[src/rtl/limit_order_book_matcher_top_defines.svh]
// Assertion macros used by the order book top level.
`ifndef LIMIT_ORDER_BOOK_MATCHER_TOP_DEFINES_SVH
`define LIMIT_ORDER_BOOK_MATCHER_TOP_DEFINES_SVH

// Property that holds on every clock edge outside reset.
`define LOB_ASSERT(label, prop, msg) \
  label: assert property (@(posedge clk) disable iff (!rst_n) (prop)) else $error(msg);

// Implication whose consequent is checked on the next clock edge.
`define LOB_ASSERT_NEXT(label, cond, prop, msg) \
  label: assert property (@(posedge clk) disable iff (!rst_n) (cond) |=> (prop)) else $error(msg);

`endif

[src/rtl/lob_ram.sv]
// Generic single-port-write, single-port-read RAM with registered read data.
module lob_ram #(
  parameter int Width = 8,
  parameter int Depth = 16
) (
  input  logic                     clk,
  input  logic                     we,
  input  logic [$clog2(Depth)-1:0] waddr,
  input  logic [Width-1:0]         wdata,
  input  logic [$clog2(Depth)-1:0] raddr,
  output logic [Width-1:0]         rdata
);
  logic [Width-1:0] mem [Depth];

  always_ff @(posedge clk) begin
    if (we) begin
      mem[waddr] <= wdata;
    end
    rdata <= mem[raddr];
  end
endmodule

[config.mk]
export PLATFORM = sky130hd
export DESIGN_NAME = lob_ram
export DESIGN_NICKNAME = d
export VERILOG_FILES = /design/src/rtl/limit_order_book_matcher_top_defines.svh /design/src/rtl/lob_ram.sv
export SDC_FILE = /design/constraint.sdc
export NUM_CORES = 1
export LEC_CHECK = 0
export ABC_AREA = 1
export BUFFER_PORTS_ARGS = -buffer_cell sky130_fd_sc_hd__clkbuf_2
export CAP_MARGIN = 25
export CORE_MARGIN = 1
export CORE_UTILIZATION = 55
export CTS_BUF_LIST = sky130_fd_sc_hd__clkbuf_8
export DETAILED_ROUTE_END_ITERATION = 6
export PLACE_DENSITY = 0.76
export SETUP_SLACK_MARGIN = 0.2
export SYNTH_ARGS = -nofsm -noshare
export SYNTH_HDL_FRONTEND = slang
export SYNTH_SLANG_ARGS = --single-unit
export TNS_END_PERCENT = 10
[constraint.sdc]
create_clock -name clk -period 1 [get_ports clk]
set_input_delay 0.05 -clock clk [delete_from_list [all_inputs] [get_ports clk]]
set_output_delay 0.05 -clock clk [all_outputs]
set_load 0.05 [all_outputs]
==> Word level (Yosys, flattened, before mapping) <==
Memories as Yosys holds them, arrays and structs flattened. A register that Yosys moved wholly into a read port is not among the register bits.
Index checks and enable logic that the tools add are counted.
{ "classes": {"mux": 2} }
{ "op_table": {"columns": ["cell", "count"], "rows": [
  ["$mux W1", 2]
]} }
{ "word_totals": {"reg_bits": 0, "mem_bits_rw": 128, "out_inout_bits": 8, "mem_count": 1} }
{ "memory_table": {"columns": ["memory", "depth", "width", "read_ports", "rd_ports_with_merged_regs", "write_ports", "line", "text"], "rows": [
  ["mem", 16, 8, 1, 1, 1, "lob_ram.sv:13", "logic [Width-1:0] mem [Depth];"]
]} }

==> Longest topological paths before layout <==
{ "logic_depth": {"ltp_word": 2, "depth_mapped": 8, "depth_no_buf": 7} }

==> Least setup slack after synthesis <==
Ideal clock, no wire load.
{ "synth_path": {"path_type": "input port to flip-flop", "startpoint": "in waddr[3]", "endpoint": "mem mem[4][0], enable pin", "setup_time_ps": 370, "arrival_ps": 631, "path_slack_ps": -1, "path_stages": 2, "n_path_buf": 0, "path_cell_list": "nand3b_1 nor2_1"} }
{ "synth_rtl": {"columns": ["item", "line", "text"], "rows": [
  ["from (decl)", "lob_ram.sv:8", "input logic [$clog2(Depth)-1:0] waddr,"],
  ["to (decl)", "lob_ram.sv:13", null]
]} }
Straight into the memory's write port.

==> Final worst setup path <==
{ "layout_path": {"startpoint": "reg rdata[2], read port of mem", "endpoint": "out rdata[2]"} }
{ "layout_rtl": {"columns": ["item", "line", "text"], "rows": [
  ["from (decl)", "lob_ram.sv:11", "output logic [Width-1:0] rdata"]
]} }
No word-level cell between the ends.

==> results.ini <==
[sta]
setup_slack_ps = 22.35
tns_ps = 0
hold_viol_final = 0
min_period_over_period_pct = 97.77
rsz0062_at_grt = true
maxSlewViolCount = 0
hold_slack_ps = 125.0
setup_violations = 0
finClkSkew_ps = 7.947
fmax_mhz = 1023
min_period_ps = 977.7
slew_headroom_pct = 70.22
worstMarginPinSlew_ps = 446.6

[final_layout]
multi_input_area_mm2 = 0.001481
regArea_mm2 = 0.004013
syn_to_final_growth_pct = 22.17
fin_nets = 624
fill_cells = 711
final_layout_size_suffix_gt1_share_pct = 25.40
diodes = 0

[routing]
ant_nets = 0
drtPass1Iterations = 6
drt_iter0_markers = 260
wire_per_inst_um = 17.07
drc = 0
wl_mm = 12.87
vias_per_cell = 5.288
route.vias.total = 3987

[synthesis]
synth_top_cell_area_share_pct = 66.65
ys_ff_latch = 136
syn_avg_cell_area_um2 = 10.47
yosys_warnings = 0
syn_nets = 569
synthTopCellsByArea = edfxtp_1 67%, nand2_1 11%, nand3_1 8.4%, inv_1 6.5%, dfxtp_1 2.8%
netlist_instances = 551
yosysTopAreaCell = edfxtp_1
synthDistinctLibCells = 12
yosysSeqAreaShare_pct = 69.43
synth_area_mm2 = 0.005767

[grt]
grt_max_degree = 37
grt_antenna_before_repair = 0
grt_usage_pct = 25.16
grt_pass1_vias = 3873
grt_overflow_total = 0
grt_pass1_wl_mm = 19.94

[pwr]
power.density_mw_per_mm2 = 1818
p_leak_uw = 0.003059
max-vdd-ir-drop_uv = 1504
total_power_uw = 12810

[critical_path]
path_buf_inv = 1
crit_start = rdata[2]
slowest_delay_ps = 340
r2r-start = mem[2][0]
cp_data_arrival_time_ps = 930
crit_type = reg -> out
crit_required_ps = 950
path_max_fanout = 1
start_kind = flip-flop
critPathSlowestCell = dfxtp_2
cp-end-kind = output pin
crit_family = flip-flops
path_cells = clkbuf_16

[clock_tree]
cts_setup_buffers = 0
clock-root-buffer = clkbuf_8
cts_buffers = 17
cts_sinks = 136
htreeDepth = 4
clock_latency_ps = 430
clockBufferDepth = 2
clkTransAtPathRegs_ps = 70
tritoncts = yes

[placement]
pre_cts_ws_ps = -111.5
gp_congestion = 0.8725
hpwl_mm = 7.969
io_buffers = 25

[die]
pin_count = 26
dieArea_mm2 = 0.01090
coreArea_mm2 = 0.01023
row_count = 37
fp.dieW_um = 104.4
initial_utilization_pct = 56.37
fp.dieH_um = 104.4

[min_path]
hold_start = raddr[1]
hold_class = in -> reg

[flow_run]
cap_violations = 0

[outcome]
status = completed

final cells by class:
class	count	share of cell area [%]
sequential	136	56.95
multi-input combinational	289	21.03
timing repair buffer	60	7.601
inverter	102	5.434
clock buffer	17	3.321
clock inverter	14	3.250
tap	136	2.415
sequential cells by signal, summed over array words and instances (netlist names):
signal / count
mem: 128
rdata: 8
cells by family after synthesis:
logic type,share of synthesized area [%]
flip-flops,69.43
buffers and inverters,9.525
AND/OR/NAND/NOR,21.05
synth_stat cells, drive strengths merged:
library cell / n
edfxtp: 128
nand3b: 2
buf: 24
nand3: 97
nand2: 173
dfxtp: 8
nor2: 17
inv: 102
routing by layer:
metal,global-route usage [%],share of wire (%),wire length [um],up-vias
met5,0,0,0,-
met1,33.38,41,5319,1928
met3,4.699,6.1,786,29
met2,40.21,50,6470,153
li1,-,-,-,1877
met4,11.94,2.3,293,0
worst paths after layout:
check | endpoint | slack, ps | cells past startpoint
worst max-delay path | rdata[2] | 20 | 1
worst max register to register | rdata[0] | 30 | 6
worst min-delay path | rdata[5] | 130 | 5
worst min register to register | rdata[2] | 690 | 6
what timing repair did:
action,in CTS,in global routing
pin swaps,0,33
hold buffers,3,0
resized for setup,28,51
endpoints found under the setup margin,16,16
endpoints found under the hold margin,4,0
where the power goes:
group          switching [uW]  total (uW)  leakage [uW]  internal [uW]
logic                     748        1140       0.00161            391
clock network            2060        5250      0.000226           3190
registers                49.5        6420       0.00122           6370
total                    2860       12800       0.00306           9950
metrics by stage:
stage | instances | util [%] | cell area [um^2]
floorplan | 551 | - | 5807
global placement | 720 | 60.85 | 6226
detailed placement | 720 | 60.85 | 6226
CTS | 754 | 66.86 | 6840
global route | 754 | 68.86 | 7046
finish | 754 | 68.86 | 7046
placed cells by master, fill, tap and decap left out:
master / instances
dfxtp_1: 1
clkinvlp_4: 1
inv_2: 3
nand3_2: 44
clkbuf_8: 17
clkbuf_2: 17
buf_4: 28
bufinv_16: 6
buf_8: 7
inv_6: 1
clkbuf_16: 1
buf_12: 4
inv_1: 99
nand3b_1: 2
nand2_1: 170
edfxtp_1: 128
nand2_2: 3
nor2_2: 16
nand3_1: 53
clkinv_1: 4
dlygate4sd3_1: 3
clkinv_4: 2
nor2_1: 1
dfxtp_2: 7
No activity file was read; power rests on OpenSTA's default activity.
